--- src/hdl/nmel_pkg.sv ---
// nmel_pkg: shared widths, request and memory operation codes, and
// the memory operation and response structs of the nodal minimum edge length block.
// No dependencies.
package nmel_pkg;

   // field widths
   localparam int IDX_W        = 10;
   localparam int NODE_COUNT   = 1 << IDX_W;
   localparam int COORD_W      = 24;
   localparam int ABS_W        = COORD_W + 1;
   localparam int DIST_W       = 2 * ABS_W;
   localparam int LEN_W        = 25;
   localparam int TAG_W        = 4;
   localparam int WORD_W       = TAG_W + DIST_W;
   localparam int DRAIN_CYCLES = 3;

   // request codes
   localparam logic [1:0] REQ_CLEAR = 2'd0;
   localparam logic [1:0] REQ_NODE  = 2'd1;
   localparam logic [1:0] REQ_READ  = 2'd2;
   localparam logic [1:0] REQ_RSVD  = 2'd3;

   // memory operation kinds
   localparam logic [1:0] OP_LOWER = 2'd0;
   localparam logic [1:0] OP_READ  = 2'd1;
   localparam logic [1:0] OP_SWEEP = 2'd2;

   typedef struct packed {
      logic              valid;
      logic [1:0]        kind;
      logic [IDX_W-1:0]  addr;
      logic [DIST_W-1:0] sq_dist;
   } mem_op_type;

   typedef struct packed {
      logic              valid;
      logic              set;
      logic [DIST_W-1:0] value;
   } mem_rsp_type;

endpackage

--- src/hdl/nmel_dist.sv ---
// nmel_dist: three stage squared distance pipeline for one node pair.
// Depends on nmel_pkg.
module nmel_dist (
   input  logic                                clock,
   input  logic                                reset,
   input  logic                                in_valid,
   input  logic signed [nmel_pkg::COORD_W-1:0] a_x,
   input  logic signed [nmel_pkg::COORD_W-1:0] a_y,
   input  logic signed [nmel_pkg::COORD_W-1:0] a_z,
   input  logic signed [nmel_pkg::COORD_W-1:0] b_x,
   input  logic signed [nmel_pkg::COORD_W-1:0] b_y,
   input  logic signed [nmel_pkg::COORD_W-1:0] b_z,
   input  logic [nmel_pkg::IDX_W-1:0]          in_id,
   output logic                                out_valid,
   output logic [nmel_pkg::DIST_W-1:0]         out_dist,
   output logic [nmel_pkg::IDX_W-1:0]          out_id
);

   logic [2:0] valid_ff;
   logic [nmel_pkg::IDX_W-1:0] id1_ff, id2_ff, id3_ff;
   logic [nmel_pkg::ABS_W-1:0] ax_ff, ay_ff, az_ff;
   logic [nmel_pkg::DIST_W-1:0] sx_ff, sy_ff, sz_ff, sum_ff;
   logic signed [nmel_pkg::ABS_W-1:0] dx, dy, dz;

   // differences; magnitudes are taken in the first payload stage
   always_comb begin
      dx = nmel_pkg::ABS_W'(a_x) - nmel_pkg::ABS_W'(b_x);
      dy = nmel_pkg::ABS_W'(a_y) - nmel_pkg::ABS_W'(b_y);
      dz = nmel_pkg::ABS_W'(a_z) - nmel_pkg::ABS_W'(b_z);
   end

   // valid chain
   always_ff @(posedge clock) begin
      if (reset) begin
         valid_ff <= '0;
      end else begin
         valid_ff <= {valid_ff[1:0], in_valid};
      end
   end

   // payload stages: magnitude, square, sum
   always_ff @(posedge clock) begin
      ax_ff  <= dx[nmel_pkg::ABS_W-1] ? nmel_pkg::ABS_W'(-dx) : nmel_pkg::ABS_W'(dx);
      ay_ff  <= dy[nmel_pkg::ABS_W-1] ? nmel_pkg::ABS_W'(-dy) : nmel_pkg::ABS_W'(dy);
      az_ff  <= dz[nmel_pkg::ABS_W-1] ? nmel_pkg::ABS_W'(-dz) : nmel_pkg::ABS_W'(dz);
      id1_ff <= in_id;
      sx_ff  <= ax_ff * ax_ff;
      sy_ff  <= ay_ff * ay_ff;
      sz_ff  <= az_ff * az_ff;
      id2_ff <= id1_ff;
      sum_ff <= sx_ff + sy_ff + sz_ff;
      id3_ff <= id2_ff;
   end

   assign out_valid = valid_ff[2];
   assign out_dist  = sum_ff;
   assign out_id    = id3_ff;

endmodule

--- config.mk ---
export PLATFORM = sky130hd
export DESIGN_NAME = nmel_dist
export DESIGN_NICKNAME = d
export VERILOG_FILES = /design/src/hdl/nmel_pkg.sv /design/src/hdl/nmel_dist.sv
export SDC_FILE = /design/constraint.sdc
export NUM_CORES = 2
export LEC_CHECK = 0
export ABC_AREA = 0
export BUFFER_PORTS_ARGS = -buffer_cell sky130_fd_sc_hd__buf_2
export CAP_MARGIN = 20
export CORE_ASPECT_RATIO = 0.5
export CORE_UTILIZATION = 30
export DETAILED_ROUTE_END_ITERATION = 6
export GPL_TIMING_DRIVEN = 1
export PLACE_DENSITY = 0.55
export SLEW_MARGIN = 10
export SYNTH_ARGS = -nofsm -noshare
export SYNTH_HDL_FRONTEND = slang
export SYNTH_SLANG_ARGS = --single-unit
--- constraint.sdc ---
create_clock -name clock -period 19.4 [get_ports clock]
set_input_delay 0 -clock clock [delete_from_list [all_inputs] [get_ports clock]]
set_output_delay 0 -clock clock [all_outputs]
set_load 0.05 [all_outputs]
Yosys cells after proc, flatten, opt, wreduce, memory -nomap -nowiden
Index checks and enable logic that the tools add are counted.

Add/sub/neg operators: 8. Multiply operators: 3. Multiplexer cells: 3.

Operator list (count): $mul A25 B25 Y50 (3); $add A50 B50 Y50 (2); $neg A25 Y25 (3); $sub A24 B24 Y25 (3); $mux W24 (3).

Register bits: 308.

Longest topological paths before layout
Depth in word-level cells: 3. Mapped depth: 29.

Worst setup path before layout
No wires, ideal clock.

Kind: register to register. Start point: register az_ff[2] (netlist name). End point: register sz_ff[47] (netlist name). Setup time: 0.106 ns. Data arrival time: 7.089 ns. Data required time: 19.294 ns. Slack: 12.205 ns. Cell stages (with the launch flop): 27. Period minus slack after synthesis: 7.195 ns. Cell sequence: dfxtp_1 -> clkbuf_1 -> buf_1 -> nand2_1 -> fa_1 -> inv_1 -> fa_1 -> inv_1 -> fa_1 -> fa_1 -> inv_1 -> fa_1 -> fa_1 -> inv_1 -> fa_1 -> inv_1 -> ha_1 -> clkbuf_1 -> a21o_1 -> a31oi_1 -> o21ai_0 -> a21o_1 -> a211o_1 -> a21oi_1 -> o21ai_0 -> a221o_1 -> o311ai_0.

Cells in the longest elaborated chain, start to end: 1.

Ends and longest elaborated chain: start, declared (RTL line nmel_dist.sv:21) `logic [nmel_pkg::ABS_W-1:0] ax_ff, ay_ff, az_ff;`; start signal, assigned (RTL line nmel_dist.sv:45) `az_ff <= dz[nmel_pkg::ABS_W-1] ? nmel_pkg::ABS_W'(-dz) : nmel_pkg::ABS_W'(dz);`; $mul A25 B25 Y50 (RTL line nmel_dist.sv:49) `sz_ff <= az_ff * az_ff;`; end signal, assigned (RTL line nmel_dist.sv:49); end, declared (RTL line nmel_dist.sv:22) `logic [nmel_pkg::DIST_W-1:0] sx_ff, sy_ff, sz_ff, sum_ff;`.

Every way passes these cells. A chain may end at the register's enable or synchronous reset.

Final worst setup path
Start point: register ay_ff[3] (netlist name). End point: register sy_ff[49] (netlist name).

Cells in the longest elaborated chain, start to end: 1.

Ends and longest elaborated chain: start, declared (RTL line nmel_dist.sv:21); start signal, assigned (RTL line nmel_dist.sv:44) `ay_ff <= dy[nmel_pkg::ABS_W-1] ? nmel_pkg::ABS_W'(-dy) : nmel_pkg::ABS_W'(dy);`; $mul A25 B25 Y50 (RTL line nmel_dist.sv:48) `sy_ff <= ay_ff * ay_ff;`; end signal, assigned (RTL line nmel_dist.sv:48); end, declared (RTL line nmel_dist.sv:22).

Every way passes these cells.

==> impl_metrics.json <==
{
  "drive_gt1_share_pct": 5.27,
  "ios": 218,
  "cts_tree": "yes",
  "cp_slowest_cell": "dfxtp_1",
  "path_buf_inv": 6,
  "maxCapViolCount": 0,
  "cp_top_family": "adder cells",
  "routabilityCongestion": 0.872,
  "cts_resized": 0,
  "min_path_type": "primary input to flop",
  "critical_path_arrival_ns": 8.77,
  "setup.worst_path.end_class": "flop",
  "grt_max_degree": 30,
  "antenna_found_initial": 10,
  "nNetsFinal": 10100,
  "ys_seq_elements": 305,
  "critPathMaxFanout": 23,
  "hold_slack_ns": 0.0381,
  "viasPerCell": 4.56,
  "cts_hold_buf": 59,
  "num_rows": 124,
  "async_reset_ff_share_pct": 0,
  "postSynthAreaPerCell_sq_um": 9.07,
  "placed_area_sq_um": 73900,
  "die_w_um": 682,
  "cts_buffers": 36,
  "io_buffers": 217,
  "slowest_delay_ns": 1.00,
  "ant_nets": 0,
  "fin_crit_ns": 8.26,
  "overflow": 0,
  "final_cell_mix": "inv_1, fa_1, ha_1",
  "drtIter0Drc": 3011,
  "tns_ns": 0,
  "worst_pin_slew_ns": 1.11,
  "layout.cells.most_common": "inv_1",
  "grt_pass1_vias": 52900,
  "crit_chain": "inv_1 -> nor2_1 -> fa_1 -> fa_1 -> fa_1 -> inv_1 -> fa_1 -> inv_1 -> fa_1 -> fa_1 -> inv_1 -> fa_1 -> inv_1 -> ha_1 -> inv_1 -> o21bai_1 -> a21oi_1 -> o21ai_0 -> o21ai_0 -> o31ai_1 -> a311oi_1 -> o31ai_1 -> a21oi_1 -> xnor2_1",
  "setup_violations": 0,
  "stdcell_count": 10900,
  "synth_area_sq_um": 69300,
  "post-cts-setup-buffers": 0,
  "num_vias": 49800,
  "area.growth.synth_to_final_pct": 9.50,
  "clockBufferDepth": 3,
  "stdcell_area_sq_um": 75900,
  "cpMostUsedCell": "fa_1",
  "dieArea_sq_um": 233000,
  "skew_ns": 0.0448,
  "synth_cells": 7640,
  "die_h_um": 342,
  "min_period_over_period_pct": 42.6,
  "start_util_pct": 30.3,
  "synth_top_area_share_pct": 41.9,
  "synth_area_leaders": "fa_1, ha_1, inv_1",
  "dp_hpwl_mm": 152,
  "synth_seq_area_share_pct": 8.81,
  "path_class": "flop to flop",
  "grt_usage_pct": 16.1,
  "synth_cell_types": 91,
  "violations": "design-rule violations",
  "cts.clk_slew.worst_paths_ns": 0.08,
  "yosys_warnings": 0,
  "n_antenna_cell": 0,
  "drv_slew": 0,
  "max_freq_mhz": 121,
  "drt-total-wl_mm": 183,
  "slew_headroom_pct": 26.0,
  "status": "complete, but fails checks",
  "drtPass1Iterations": 7,
  "core_sq_um": 229000,
  "critPathLaunchType": "flop",
  "clock_latency_ns": 0.64,
  "synth_edf_count": 0,
  "dpl.cell_count": 10800,
  "ys.flop_type": "dfxtp_1",
  "remaining_drc_errors": 4,
  "post_drt_wl_per_cell_um": 16.8,
  "h-tree-depth": 2,
  "finalHoldViolCount": 0,
  "cts_root_buf": "clkbuf_16",
  "synth_top_cell_by_area": "fa_1",
  "worstPathRequired_ns": 19.91,
  "rsz0062_at_grt": "no",
  "cts.sinks": 305,
  "grt_pass1_wl_mm": 294
}
## metrics by stage
stage	util [%]	setup WS (ns)
after floorplan	-	12.21
after global placement	32.3	11.22
after detailed placement	32.3	11.20
after CTS	33.1	11.17
after global routing	33.1	10.71
final	33.1	11.14
## area by class of cell
cell class	count	area, sq um
clock buffer	42	983
clock inverter	22	292
fill	23900	153000
inverter	2177	8170
multi-input combinational	4942	54100
sequential	305	6110
tap	3087	3860
timing repair buffer	351	2310
## synthesized netlist by cell type (all sizes together), types with 7 or more instances
cell,number
nor2,245
a31oi,35
a21o,153
clkbuf,208
o21a,44
buf,9
nor3b,13
a21boi,10
a211o,12
xor2,100
or3,16
a211oi,34
a21oi,255
inv,2177
nand3,71
o21bai,29
a2111oi,8
nand3b,11
dfxtp,305
mux2i,9
nand2b,21
nor2b,46
nand4,44
or2,20
o21ai,152
o211ai,22
fa,1450
a311oi,7
xnor2,233
and3,33
o31ai,21
a221oi,15
nor4,10
nor3,40
o311ai,9
o2111ai,9
nand2,624
ha,689
and2,363
## sequential cells by signal, indices dropped and copies added, names as in the netlist
signal,flops
ax_ff,25
ay_ff,25
az_ff,25
id1_ff,10
id2_ff,10
out_dist,50
out_id,10
sx_ff,49
sy_ff,49
sz_ff,49
valid_ff,3
## kinds of logic after synthesis
logic type	Yosys count	synth area share [%]
AO/OA/AOI/OAI	874	8.29
XOR/XNOR	333	4.22
adder cells (fa/ha/maj)	2139	54.3
buffers and inverters	2395	13.1
flip-flops	305	8.81
multiplexers	13	0.195
other	1	0.00541
AND/OR/NAND/NOR	1580	11.1
## metal layers
metal / share of wire, % / vias up / GRT usage (%)
li1: - / 23300 / -
met1: 46 / 25200 / 22.4
met2: 46 / 1103 / 26.4
met3: 5.3 / 200 / 2.18
met4: 2.5 / 0 / 3.88
met5: 0 / - / 0
## worst paths after layout
path,from,to,slack [ns],cells past startpoint
hold / removal,b_y[22],ay_ff[22],0.04,5
setup / recovery,ay_ff[3],sy_ff[49],11.14,24
setup reg to reg,ay_ff[3],sy_ff[49],11.14,24
hold reg to reg,id2_ff[0],out_id[0],0.32,0
## worst min-delay path: cells and delay by family
kind                     cells  cell delay [ns]
buffers and inverters        2             0.15
adder cells (fa/ha/maj)      1             0.19
XOR/XNOR                     2             0.26
Power is left out: the tool's default activity adds up to more than one toggle a clock period on the data nets, which glitch-free logic cannot reach.
