`src/hdl/nmel_pkg.sv`:
```
// nmel_pkg: shared widths, request and memory operation codes, and
// the memory operation and response structs of the nodal minimum edge length block.
// No dependencies.
package nmel_pkg;

   // field widths
   localparam int IDX_W        = 10;
   localparam int NODE_COUNT   = 1 << IDX_W;
   localparam int COORD_W      = 24;
   localparam int ABS_W        = COORD_W + 1;
   localparam int DIST_W       = 2 * ABS_W;
   localparam int LEN_W        = 25;
   localparam int TAG_W        = 4;
   localparam int WORD_W       = TAG_W + DIST_W;
   localparam int DRAIN_CYCLES = 3;

   // request codes
   localparam logic [1:0] REQ_CLEAR = 2'd0;
   localparam logic [1:0] REQ_NODE  = 2'd1;
   localparam logic [1:0] REQ_READ  = 2'd2;
   localparam logic [1:0] REQ_RSVD  = 2'd3;

   // memory operation kinds
   localparam logic [1:0] OP_LOWER = 2'd0;
   localparam logic [1:0] OP_READ  = 2'd1;
   localparam logic [1:0] OP_SWEEP = 2'd2;

   typedef struct packed {
      logic              valid;
      logic [1:0]        kind;
      logic [IDX_W-1:0]  addr;
      logic [DIST_W-1:0] sq_dist;
   } mem_op_type;

   typedef struct packed {
      logic              valid;
      logic              set;
      logic [DIST_W-1:0] value;
   } mem_rsp_type;

endpackage

```
`src/hdl/nmel_isqrt.sv`:
```
// nmel_isqrt: digit by digit floor square root, one result bit per cycle.
// Depends on nmel_pkg.
module nmel_isqrt (
   input  logic                        clock,
   input  logic                        reset,
   input  logic                        start,
   input  logic [nmel_pkg::DIST_W-1:0] value,
   output logic                        done,
   output logic [nmel_pkg::LEN_W-1:0]  root
);

   localparam int CNT_W = $clog2(nmel_pkg::LEN_W);

   logic                        busy_ff, busy_in;
   logic                        done_ff, done_in;
   logic [CNT_W-1:0]            cnt_ff, cnt_in;
   logic [nmel_pkg::DIST_W-1:0] val_ff, val_in;
   logic [nmel_pkg::LEN_W:0]    rem_ff, rem_in;
   logic [nmel_pkg::LEN_W-1:0]  root_ff, root_in;
   logic [nmel_pkg::LEN_W+2:0]  shifted, trial, diff;
   logic                        ge;
   logic                        last;

   // one trial subtraction per cycle
   always_comb begin
      shifted = {rem_ff, val_ff[nmel_pkg::DIST_W-1 -: 2]};
      trial   = {1'b0, root_ff, 2'b01};
      ge      = shifted >= trial;
      diff    = shifted - trial;
      last    = cnt_ff == CNT_W'(nmel_pkg::LEN_W - 1);
      busy_in = busy_ff;
      done_in = 1'b0;
      cnt_in  = cnt_ff;
      val_in  = val_ff;
      rem_in  = rem_ff;
      root_in = root_ff;
      if (start) begin
         busy_in = 1'b1;
         cnt_in  = '0;
         val_in  = value;
         rem_in  = '0;
         root_in = '0;
      end else if (busy_ff) begin
         val_in  = {val_ff[nmel_pkg::DIST_W-3:0], 2'b00};
         rem_in  = ge ? diff[nmel_pkg::LEN_W:0] : shifted[nmel_pkg::LEN_W:0];
         root_in = {root_ff[nmel_pkg::LEN_W-2:0], ge};
         cnt_in  = cnt_ff + CNT_W'(1);
         if (last) begin
            busy_in = 1'b0;
            done_in = 1'b1;
         end
      end
   end

   always_ff @(posedge clock) begin
      if (reset) begin
         busy_ff <= 1'b0;
         done_ff <= 1'b0;
      end else begin
         busy_ff <= busy_in;
         done_ff <= done_in;
      end
   end

   always_ff @(posedge clock) begin
      cnt_ff  <= cnt_in;
      val_ff  <= val_in;
      rem_ff  <= rem_in;
      root_ff <= root_in;
   end

   assign done = done_ff;
   assign root = root_ff;

endmodule

```
`config.mk`:
```
export PLATFORM = sky130hd
export DESIGN_NAME = nmel_isqrt
export DESIGN_NICKNAME = d
export VERILOG_FILES = /design/src/hdl/nmel_pkg.sv /design/src/hdl/nmel_isqrt.sv
export SDC_FILE = /design/constraint.sdc
export NUM_CORES = 1
export LEC_CHECK = 0
export BUFFER_PORTS_ARGS = -buffer_cell sky130_fd_sc_hd__buf_2
export CORE_MARGIN = 2
export CORE_UTILIZATION = 35
export DETAILED_ROUTE_END_ITERATION = 16
export PLACE_DENSITY_LB_ADDON = 0.25
export SETUP_SLACK_MARGIN = 0.3
export SYNTH_ARGS = -nofsm -noshare
export SYNTH_HDL_FRONTEND = slang
export SYNTH_SLANG_ARGS = --single-unit
```
`constraint.sdc`:
```
create_clock -name clock -period 2.5 [get_ports clock]
set_input_delay 0.25 -clock clock [delete_from_list [all_inputs] [get_ports clock]]
set_output_delay 0.25 -clock clock [all_outputs]
set_load 0.01 [all_outputs]
```
Yosys cells after proc, flatten, opt, wreduce, memory -nomap -nowiden. Cells that the tools add are included.

Add/subtract/negate cells: 2. $mul: 0. Div/mod/pow operators: 0. Order comparisons: 1. Eq/ne operators: 1. Shift operators: 0. Multiplexer cells: 7. Bitwise gates (word level): 1. Reduce and logical (&&, ||, !) cells: 2.

Operator list (number): $mux 50 (2); $ge 28x27->1 (1); $mux 26 (1); $sub 26x26->26 (1); $add 5x1->5 const B (1); $eq 5x5->1 const B (1); $mux 1 (4); $reduce_or 3->1 (1); $reduce_bool 2->1 (1); $not 1->1 (1).

Bits in registers: 108. Latch bits: 0. RAM bits: 0. Bits in read-only memories: 0. Output and inout bits: 26. Logic and storage cells: 20. Memories kept: 0.

Logic depth before layout (Yosys ltp). Gate-level depths: netlist of the first run.

Word-level depth: 4. Gate-level depth with buffers: 11. Mapped depth without buffers: 10.

Least setup slack after synthesis of the first run. OpenSTA, ideal clock, no wires.

Kind: register to register. From: reg root_ff (netlist bit root[0]). To: reg rem_ff[25] in the netlist's numbering. Setup time: 0.122 ns. Arrival time: 2.271 ns. Slack: 0.107 ns. Stages on the path, launching flop included: 11. Path buffers: 0. Cell sequence: dfxtp_1 > inv_1 > ha_1 > o211ai_1 > o211ai_2 > a41oi_2 > o21ai_1 > a311o_1 > a21oi_1 > xor2_1 > o21ai_1.

Longest elaborated chain between the ends: 2. Elaborated cells between the ends (all ways): 3. Those cells by class: add/sub (1); order compare (1); mux (1).

RTL lines: from (decl) (line nmel_isqrt.sv:19) `logic [nmel_pkg::LEN_W-1:0] root_ff, root_in;`; from (signal assigned) (line nmel_isqrt.sv:69) `root_ff <= root_in;`; $sub 26x26->26 or $ge 28x27->1 (tied branches) (line nmel_isqrt.sv:29, nmel_isqrt.sv:28); $mux 26 (*) (line nmel_isqrt.sv:45) `rem_in = ge ? diff[nmel_pkg::LEN_W:0] : shifted[nmel_pkg::LEN_W:0];`; to (signal assigned) (line nmel_isqrt.sv:68) `rem_ff <= rem_in;`; to (decl) (line nmel_isqrt.sv:18) `logic [nmel_pkg::LEN_W:0] rem_ff, rem_in;`.

Every way passes the cells marked *; elsewhere a longest branch is shown, timed or not. A chain may end at the register's enable or synchronous reset.

Worst setup path in the final report of the first run.
From: reg root_ff (netlist bit root[3]). To: reg rem_ff[21] in the netlist's numbering.

The elaborated chain is that of the path after synthesis.

==> impl_results.md, run 1 <==
* Syn nets at around 630
* Reg clk slew, reported paths at ~80 ps
* WS Path Type: flop to flop
* Warnings from Yosys at 0
* Highest-count cells in the layout ignoring fill and taps: buf_2 (77), nor2_1 (57), buf_4 (52)
* Met1 GRT Util at about 19%
* Status: finished, final reports clean
* Pwr dens at about 1300 nW/um2
* Min-delay worst type: primary input to flop
* Clk root buf: clkbuf_16
* Std cell rows at between 40 and 50
* CTS tree: yes
* Required time at the worst-slack endpoint at between 2000 and 3000 ps
* Ratio of final minimum period to clock period at approximately 96%
* P_leak at just over 0.003 uW
* Largest net degree at the start of global routing at 51
* Io pins at approximately 80
* Met3 GRT Util at approximately 4.7%
* Met2 usage at between 20% and 30%
* Yosys cell types at 50
* Highest Clock Rate at ~0.42 GHz
* Overall die height at between 100 and 150 um
* Hold buffers post-CTS at 0
* Synthesized area per cell at ~10 um2
* Final setup viols at 0
* Post-synth EDFFs at 50
* Slew HR at 68.9%
* CP cell instances: inv_2, ha_4, nand4_1, nor3_2, nand4_1, a31oi_4, o22ai_4, buf_12, buf_6, nor4b_2, a31oi_1, o211ai_1
* Core Region at about 16000 um2
* Maxcap violations at 0
* Slowest CP cell: dfxtp_2
* Die X at around 130 um
* Total track usage at 15.4%
* Detail Route Antenna Nets at 0
* Die area at roughly 17000 um2
* Critical path arrival at between 2000 and 3000 ps
* Hold Vio Cnt, Final at 0
* Worst-Skew Late Latency at 360 ps
* CP Launch Type: flop
* CP Buf/Inv Count at 3
* Post-route DRC violation count at 0
* P&R area growth vs syn at 35.9%
* Clock Skew at 10.2 ps
* Most used cell, CP: nand4_1
* Worst IR Drop VDD at approximately 610 uV
* Layout cells sized above 1 at between 40% and 50%
* Post-Syn Instances at between 500 and 600
* Clock Sink Count at ~110
* CTS Buf Count at 9
* Placer Congestion at 0.856
* Commonest register cell after synthesis: dfxtp_1
* Number of port buffers at 78
* RSZ-0062 raised after global routing: true
* Yosys reg bits at about 110
* Post-Syn Area at between 5000 and 6000 um2
* GRT overflow at 0
* Final HPWL DP at approximately 9.1 mm
* Vias per Instance at between 5 and 6
* Detailed-route via count at between 4000 and 5000
* Initial drt markers at roughly 180
* DR WL/cell at between 15 and 20 um
* Setup TNS Final at 0 ps
* Final-report max-slew violation count at 0
* Total power at between 9000 and 10000 uW
* WL final at ~14 mm
* GRT busiest layer: met2
* Crit-path leading delay family: simple AND/OR/NAND/NOR gates
* R2R setup slack at roughly 100 ps
* First-pass GRT wire length at ~22 mm
* Max incr delay on CP at 340 ps
* Nets@finish at 760
* Fin crit period at approximately 2400 ps
* Initial antenna violation count at 2
* Least-Margin Pin Slew at between 400 and 500 ps
* DRT Pass-1 Iters at 4
* CTS max path bufs at 2
* Crit end category: flop
* Register area share after synthesis at between 40% and 50%
* H-tree depth at 3
* Most common cell after layout, fill and taps aside: buf_2
* Ys async rst share at 0%
* Critical-path maximum fanout at 8
* Starting density of the core at 36.0%
* Vias in the first global route at roughly 4600
==> power breakdown <==
| group | leakage (uW) | switching [uW] | internal [uW] |
|---|---|---|---|
| clock | 0.000168 | 681 | 989 |
| sequential | 0.000990 | 189 | 2100 |
| combinational | 0.00194 | 2900 | 2990 |
==> worst paths after layout <==
check | startpoint | end | cells after the start
setup / recovery | root[3]$_SDFFE_PP0P_ | rem_ff[21]$_SDFFE_PP0P_ | 12
hold / removal | reset | busy_ff$_SDFF_PP0_ | 2
setup reg to reg | root[3]$_SDFFE_PP0P_ | rem_ff[21]$_SDFFE_PP0P_ | 12
hold reg to reg | rem_ff[7]$_SDFFE_PP0P_ | rem_ff[7]$_SDFFE_PP0P_ | 2
==> worst reg2reg max path, stage by stage, from the launching register on <==
cell      delay, ps
dfxtp_2         340
inv_2            40
ha_4            270
nand4_1         170
nor3_2          250
nand4_1         180
a31oi_4         260
o22ai_4         100
buf_12          160
buf_6           120
nor4b_2         240
a31oi_1          70
o211ai_1        110
==> routing by layer <==
metal  share of wire, %  wire length [um]  up-vias
met5              0.094                13        -
li1                   -                 -     2224
met2                 50              6890      106
met1                 43              5920     2206
met4                1.7               232        2
met3                5.7               796       22
==> area by class of cell <==
| class | instances | area [um2] |
|---|---|---|
| fill | 1518 | 8180 |
| multi-input combinational | 386 | 3420 |
| sequential | 108 | 2710 |
| timing repair buffer | 138 | 940 |
| tap | 216 | 270 |
| clock buffer | 9 | 225 |
| inverter | 35 | 134 |
| clock inverter | 6 | 119 |
| antenna | 1 | 2.50 |
==> synth_stat cells, drive strengths merged, types with 2 or more instances <==
master | instances | share of area [%]
nor2 | 69 | 4.5
dfxtp | 58 | 20
edfxtp | 50 | 26
mux2 | 49 | 9.6
a21oi | 36 | 3.1
inv | 35 | 2.3
ha | 29 | 6.3
mux2i | 29 | 5.0
nand2 | 26 | 1.7
o21ai | 26 | 2.3
clkbuf | 18 | 1.2
xnor2 | 17 | 2.6
a211oi | 15 | 2.0
xor2 | 10 | 1.5
a21o | 8 | 1.0
nand2b | 8 | 0.87
nand4 | 7 | 0.76
nor3 | 6 | 0.70
a22oi | 5 | 0.65
and2 | 5 | 0.54
buf | 5 | 0.65
o21a | 5 | 0.65
and3 | 4 | 0.43
o211ai | 4 | 0.61
o21bai | 4 | 0.59
a21boi | 3 | 0.39
a31oi | 3 | 0.59
a311oi | 2 | 0.41
a41oi | 2 | 0.43
nand3 | 2 | 0.17
nand4b | 2 | 0.30
==> cell families after synthesis <==
| kind of cell | share of synthesized area [%] |
|---|---|
| xor+xnor | 4.11 |
| flops | 46.3 |
| mux | 14.6 |
| fa+ha+maj | 6.30 |
| buf+inv | 4.11 |
| simple gates | 10.3 |
| compound gates | 14.2 |
==> per-stage QoR <==
stage	instances	hold WS [ps]	instance area [um2]	utilization (%)	worst slack, ps
after global placement	852	424	6750	42.2	83.0
after detailed placement	852	420	6750	42.2	6.63
after global routing	898	33.7	7820	48.9	-45.1
after CTS	888	26.4	7420	46.4	172
after floorplan	551	322	5940	-	274
final	899	46.4	7820	48.9	101
==> flip-flops by register name, summed over array words and instances, names as in the netlist <==
signal and cells:
cnt_ff 5, val_ff 50, rem_ff 26, root 25
busy_ff 1, done 1
==> timing repair <==
item	in CTS	in global routing
gates resized for setup	45	75
pin swaps	32	40
buffers inserted	20	7
setup endpoints to repair	27	27
cloned	1	3
(Power assumes the default switching activity.)
==> inputs of run 2 (changes only) <==
--- a/config.mk
+++ b/config.mk
@@ -5,6 +5,7 @@
 export SDC_FILE = /design/constraint.sdc
 export NUM_CORES = 1
 export LEC_CHECK = 0
+export ABC_AREA = 1
 export BUFFER_PORTS_ARGS = -buffer_cell sky130_fd_sc_hd__buf_2
 export CORE_MARGIN = 2
 export CORE_UTILIZATION = 35
==> run 2 against run 1 <==
  * Register-to-register slack better by 340 ps
  * Critical path depth is 1 higher
  * Core utilization is 6.2 points lower
  * Sequential power is 4% lower
  * Clock-buffer cell count stayed put
  * Maximum frequency is 16% higher
  * Critical endpoint is now rem_ff[6]$_SDFFE_PP0P_
  * Largest cell class unchanged
  * Highest routed layer is now met4
==> impl_results.md, run 2 <==
* Status: finished, final reports clean
* P&R area growth vs syn at 19.8%
* GRT overflow at 0
* Highest Clock Rate at just under 0.5 GHz
* Ant diodes at 0
* GRT busiest layer: met2
* Final HPWL DP at ~12 mm
* CTS Buf Count at 9
* Core Region at roughly 18000 um2
* Commonest register cell after synthesis: dfxtp_1
* Most common cell after layout, fill and taps aside: nand2_1
* Top reg by flops: val_ff
* Met1 GRT Util at around 23%
* Area leader, netlist: nand2_1
* Post-route DRC violation count at 0
* Detailed-route via count at between 5000 and 6000
* Clock Skew at around 9 ps
* Clk root buf: clkbuf_16
* Required time at the worst-slack endpoint at about 2800 ps
* Die area at a little under 20000 um2
* Critical-path maximum fanout at 6
* Met2 usage at between 20% and 30%
* Slew HR at about two thirds
* Io pins at approximately 80
* Max FFs per register at 50
* Std cell rows at between 40 and 50
* Nets@finish at about 1100
* Clock Sink Count at between 100 and 150
* Most frequent cell after synthesis: nand2_1
* Met3 GRT Util at around 4.5%
* DR WL/cell at about 13 um
* Synth top cells by count: nand2_1 (424), inv_1 (127), dfxtp_1 (58)
* Initial drt markers at roughly 360
* Worst IR Drop VDD at roughly 600 uV
* Placed inst area at about 7000 um2
* Pwr dens at about 1100 nW/um2
* Ratio of final minimum period to clock period at roughly 83%
* Post-Syn Instances at just over 900
* Yosys cell types at 33
* WL final at ~16 mm
* P_leak at around 0.0039 uW
* Final-report max-slew violation count at 0
* Number of port buffers at 78
* CTS tree: yes
* Post-synth top area share at around 25%
* WS Path Type: flop to flop
* H-tree depth at 3
* Synth area leaders: nand2_1 (25%), edfxtp_1 (24%), dfxtp_1 (18%), inv_1 (7.5%), ha_1 (5.7%)
* Overall die height at between 100 and 150 um
* CP Launch Type: flop
* Fin crit period at a little over 2000 ps
* Synthesized area per cell at around 7 um2
* RSZ-0062 raised after global routing: false
* Critical path arrival at between 2000 and 2500 ps
* Total track usage at between 15 and 20%
* Initial antenna violation count at 1
* Detail Route Antenna Nets at 0
* Layout cells sized above 1 at between 10% and 20%
* Yosys reg bits at about 110
* CTS max path bufs at 2
* Worst-Skew Late Latency at about 370 ps
* Largest net degree at the start of global routing at 62
* Syn nets at 996
* First-pass GRT wire length at about 27 mm
* DRT Pass-1 Iters at 4
* Setup TNS Final at 0 ps
* Post-Syn Area at between 6000 and 7000 um2
* Die X at between 100 and 150 um
* Finished layout cell area at 7640 um2
* Ys async rst share at 0%
* Least-Margin Pin Slew at between 500 and 600 ps
* Final setup viols at 0
* Highest-count cells in the layout ignoring fill and taps: nand2_1 (419), inv_1 (125), buf_2 (78)
* Placer Congestion at a little over 0.9
* Register area share after synthesis at approximately two fifths
* Hold Vio Cnt, Final at 0
* Crit end category: flop
* Vias in the first global route at between 5000 and 6000
* Starting density of the core at between 30% and 40%
* Warnings from Yosys at 0
* Maxcap violations at 0
* Reg clk slew, reported paths at roughly 80 ps
* Min-delay worst type: primary input to flop
* Post-synth EDFFs at 50
* Vias per Instance at roughly 4.6
[run 2: cell types whose count changed in the layout (fill, tap and decap cells not counted), sizes merged, moves of 15 or more]
| cell | previous run | this run |
|---|---|---|
| a21oi | 36 | 18 |
| nand2 | 26 | 428 |
| xnor2 | 17 | 0 |
| nor2 | 69 | 30 |
| a211oi | 15 | 0 |
| nand4 | 7 | 32 |
| inv | 38 | 139 |
| mux2i | 29 | 0 |
| buf | 136 | 94 |
| o21ai | 26 | 7 |
| o22ai | 2 | 24 |
| mux2 | 49 | 0 |
| nand3 | 2 | 46 |
[run 2: layout make-up]
| type | count | area, um2 |
|---|---|---|
| clock buffer | 9 | 225 |
| clock inverter | 7 | 71.3 |
| fill | 1912 | 10300 |
| inverter | 136 | 510 |
| multi-input combinational | 642 | 3330 |
| sequential | 108 | 2660 |
| tap | 229 | 287 |
| timing repair buffer | 94 | 553 |
[run 2: logic make-up (layout without fill, tap and decap cells)]
family          Yosys count  count (layout)  share of synthesized area (%)
simple gates            547             547                           35.9
buf+inv                 164             246                           10.0
flops                   108             108                           41.7
compound gates           55              55                           5.16
fa+ha+maj                29              29                           5.69
xor+xnor                 11              11                           1.51
[run 2: worst max-delay path, cell delays in order (launching register included)]
cell and delay [ps]:
dfxtp_1 320, inv_1 70, ha_1 370, a21oi_1 210, nand2_1 100, nand2_1 60, nand2_1 80, a21oi_4 190
nand3_4 150, buf_4 180, nand2_1 60, nand2_1 60, nand2_1 60, nand2_1 50
[run 2: final timing paths]
path,cells after the start,to,startpoint,slack (ps)
max,13,rem_ff[6]$_SDFFE_PP0P_,root[21]$_SDFFE_PP0P_,440
min,2,done$_SDFF_PP0_,reset,60
max reg2reg,13,rem_ff[6]$_SDFFE_PP0P_,root[21]$_SDFFE_PP0P_,440
min reg2reg,2,rem_ff[24]$_SDFFE_PP0P_,rem_ff[24]$_SDFFE_PP0P_,460
[run 2: power breakdown]
group	total, uW	leakage (uW)	switching [uW]	internal (uW)
Combinational	4920	0.00280	3130	1800
Clock	1450	0.000146	743	708
Sequential	2200	0.000985	141	2060
[run 2: through the flow]
step	setup slack [ps]	util, %	total power (uW)	hold WS, ps	cells
floorplan	507	-	5640	329	914
global placement	216	39.3	6750	436	1205
detailed placement	196	39.3	6750	439	1205
CTS	307	41.1	8370	47.9	1224
global route	295	42.7	9400	49.7	1225
finish	437	42.7	8580	60.9	1225
[run 2: timing repair]
item,CTS,global route
pin swaps,0,4
endpoints found under the setup margin,26,27
hold buffers,0,0
buffers inserted,3,1
resized for setup,4,41
[run 2: per-layer routing]
layer / wire length (um) / part of all wire (%) / vias to the layer above
met5: 0 / 0 / -
met4: 267 / 1.6 / 0
met3: 914 / 5.6 / 19
met2: 7400 / 46 / 129
met1: 7670 / 47 / 2483
li1: - / - / 3031
==> inputs of run 3 (changes only) <==
==> constraint.sdc (replaced) <==
create_clock -name clock -period 1.93 [get_ports clock]
set_input_delay 0.193 -clock clock [delete_from_list [all_inputs] [get_ports clock]]
set_output_delay 0.193 -clock clock [all_outputs]
set_load 0.01 [all_outputs]
==> run 3 against run 2 <==
  * Core utilization rose by 5.4 points
  * Total power grew 43%
  * Global-route usage is 0.83 points higher
  * Cell count grew 7.0%
  * First-iteration DRC count is 6.2% lower
  * Non-clock buffer count rose by 86
  * Routed wire length up 5.4%
  * Clock skew up 4.9 ps
  * Via count up 7.4%
  * Largest cell class unchanged
  * Sequential cell count is the same
  * Register-to-register slack worse by 390 ps
  * Critical path type unchanged
  * Clock-buffer cell count is the same
==> impl_results.md, run 3 (same netlist as run 2, synthesis figures left out) <==
* Io pins at a little under 80
* Number of port buffers at 78
* Slowest CP cell: dfxtp_2
* Reg clk slew, reported paths at about 90 ps
* CP Launch Type: flop
* CTS Buf Count at 9
* Most used cell, CP: nand2_1
* Initial drt markers at between 300 and 400
* Clock Sink Count at roughly 110
* Clock Skew at between 10 and 15 ps
* GRT overflow at 0
* Vias per Instance at about 4.6
* Worst IR Drop VDD at ~840 uV
* DRT Pass-1 Iters at 6
* Layout cells sized above 1 at between 30 and 40%
* Slew HR at between 70% and 80%
* Total track usage at between 15 and 20%
* Clk root buf: clkbuf_16
* Final setup viols at 0
* Vias in the first global route at slightly below 6000
* Die X at between 100 and 150 um
* Detail Route Antenna Nets at 0
* Top reg by flops: val_ff
* Detailed-route via count at just over 6000
* Status: finished, final reports clean
* Fill cells at around 1800
* DR WL/cell at around 13 um
* P&R area growth vs syn at 35.1%
* First-pass GRT wire length at between 20 and 30 mm
* Least-Margin Pin Slew at between 300 and 400 ps
* Min-delay worst type: primary input to flop
* Worst-Skew Late Latency at between 300 and 400 ps
* Fin crit period at ~1900 ps
* CP Buf/Inv Count at 4
* Final HPWL DP at around 13 mm
* Placer Congestion at 0.913
* Highest-count cells in the layout ignoring fill and taps: nand2_1 (392), inv_1 (101), buf_4 (93)
* Nets@finish at about 1200
* CP cell instances: inv_2, ha_4, nand2_4, nor2_4, nand2_2, buf_4, inv_1, a21oi_4, nand3_4, buf_12, nand2_1, nand2_1, nand2_1, nand2_1
* Starting density of the core at between 30% and 40%
* Setup TNS Final at 0 ps
* Initial antenna violation count at 0
* Core Region at between 15000 and 20000 um2
* Largest net degree at the start of global routing at 37
* Maxcap violations at 0
* Ant diodes at 0
* Ratio of final minimum period to clock period at between 90% and 100%
* Overall die height at roughly 140 um
* WL final at ~17 mm
* CTS tree: yes
* CTS max path bufs at 2
* RSZ-0062 raised after global routing: true
* Critical-path maximum fanout at 10
* H-tree depth at 3
* Highest Clock Rate at 0.530 GHz
* P_leak at around 0.0044 uW
* Max FFs per register at 50
* WS Path Type: flop to flop
* Crit-path leading delay family: simple AND/OR/NAND/NOR gates
* Post-route DRC violation count at 0
* Pwr dens at roughly 1400 nW/um2
* Required time at the worst-slack endpoint at 2200 ps
* Total power at 12300 uW
* Max incr delay on CP at between 300 and 400 ps
* Most common cell after layout, fill and taps aside: nand2_1
* Critical path arrival at approximately 2200 ps
* Std cell rows at 49
* Hold Vio Cnt, Final at 0
* Die area at 19300 um2
* Final-report max-slew violation count at 0
* Crit end category: flop
==> run 3: changes by cell type in the layout (fill, tap and decap cells not counted), moves of 4 or more <==
cell     delta
dfxtp_1    -25
buf_4      +84
nand2_1    -27
ha_4        +8
nand2_4    +11
ha_2        -4
dfxtp_2    +25
nand2_2    +16
ha_1        -4
inv_2      +24
inv_1      -24
==> run 3: tightest hold or removal path, cell delays in order <==
cell and delay (ps):
buf_2 70, nand2_1 40, inv_1 40
==> run 3: timing repair <==
| item | CTS | global route |
|---|---|---|
| setup buffers | 12 | 3 |
| gates resized for setup | 68 | 11 |
| hold buffers | 1 | 0 |
| endpoints found under the hold margin | 1 | 0 |
| pin swaps | 18 | 0 |
| setup endpoints to repair | 27 | 28 |
==> run 3: metrics by stage <==
| stage | util (%) | hold WS [ps] | cell area, um2 | std cells | worst slack [ps] |
|---|---|---|---|---|---|
| floorplan | - | 272 | 6730 | 914 | 55.7 |
| global placement | 44.4 | 380 | 7960 | 1279 | -31.0 |
| detailed placement | 44.4 | 383 | 7960 | 1279 | -48.8 |
| CTS | 47.8 | 64.4 | 8560 | 1308 | 68.1 |
| global route | 48.1 | 77.1 | 8620 | 1311 | -101 |
| finish | 48.1 | 75.5 | 8620 | 1311 | 44.4 |
==> run 3: layout make-up <==
| class | count | area [um2] | share of cell area (%) |
|---|---|---|---|
| multi-input combinational | 642 | 3600 | 41.7 |
| sequential | 108 | 2700 | 31.3 |
| timing repair buffer | 180 | 1230 | 14.2 |
| inverter | 136 | 510 | 5.92 |
| tap | 229 | 287 | 3.32 |
| clock buffer | 9 | 225 | 2.61 |
| clock inverter | 7 | 76.3 | 0.886 |
==> run 3: final timing paths <==
kind / start / endpoint / slack, ps / depth (start not counted)
max: root[21]$_SDFFE_PP0P_ / rem_ff[15]$_SDFFE_PP0P_ / 40 / 14
min: value[0] / val_ff[0]$_SDFFCE_PN0P_ / 80 / 3
max reg2reg: root[21]$_SDFFE_PP0P_ / rem_ff[15]$_SDFFE_PP0P_ / 40 / 14
min reg2reg: rem_ff[17]$_SDFFE_PP0P_ / rem_ff[17]$_SDFFE_PP0P_ / 490 / 2
==> run 3: layer usage <==
| layer | track usage [%] | wire length [um] | vias to the layer above |
|---|---|---|---|
| met5 | 0 | 0 | - |
| met3 | 3.52 | 703 | 20 |
| li1 | - | - | 3208 |
| met1 | 23.3 | 8180 | 2733 |
| met2 | 30.5 | 7990 | 122 |
| met4 | 4.94 | 246 | 0 |
==> run 3: power by group <==
part           leakage [uW]  internal, uW  switching, uW
Sequential         0.000998          2680            171
Combinational       0.00326          3070           4430
Clock              0.000150           936           1020
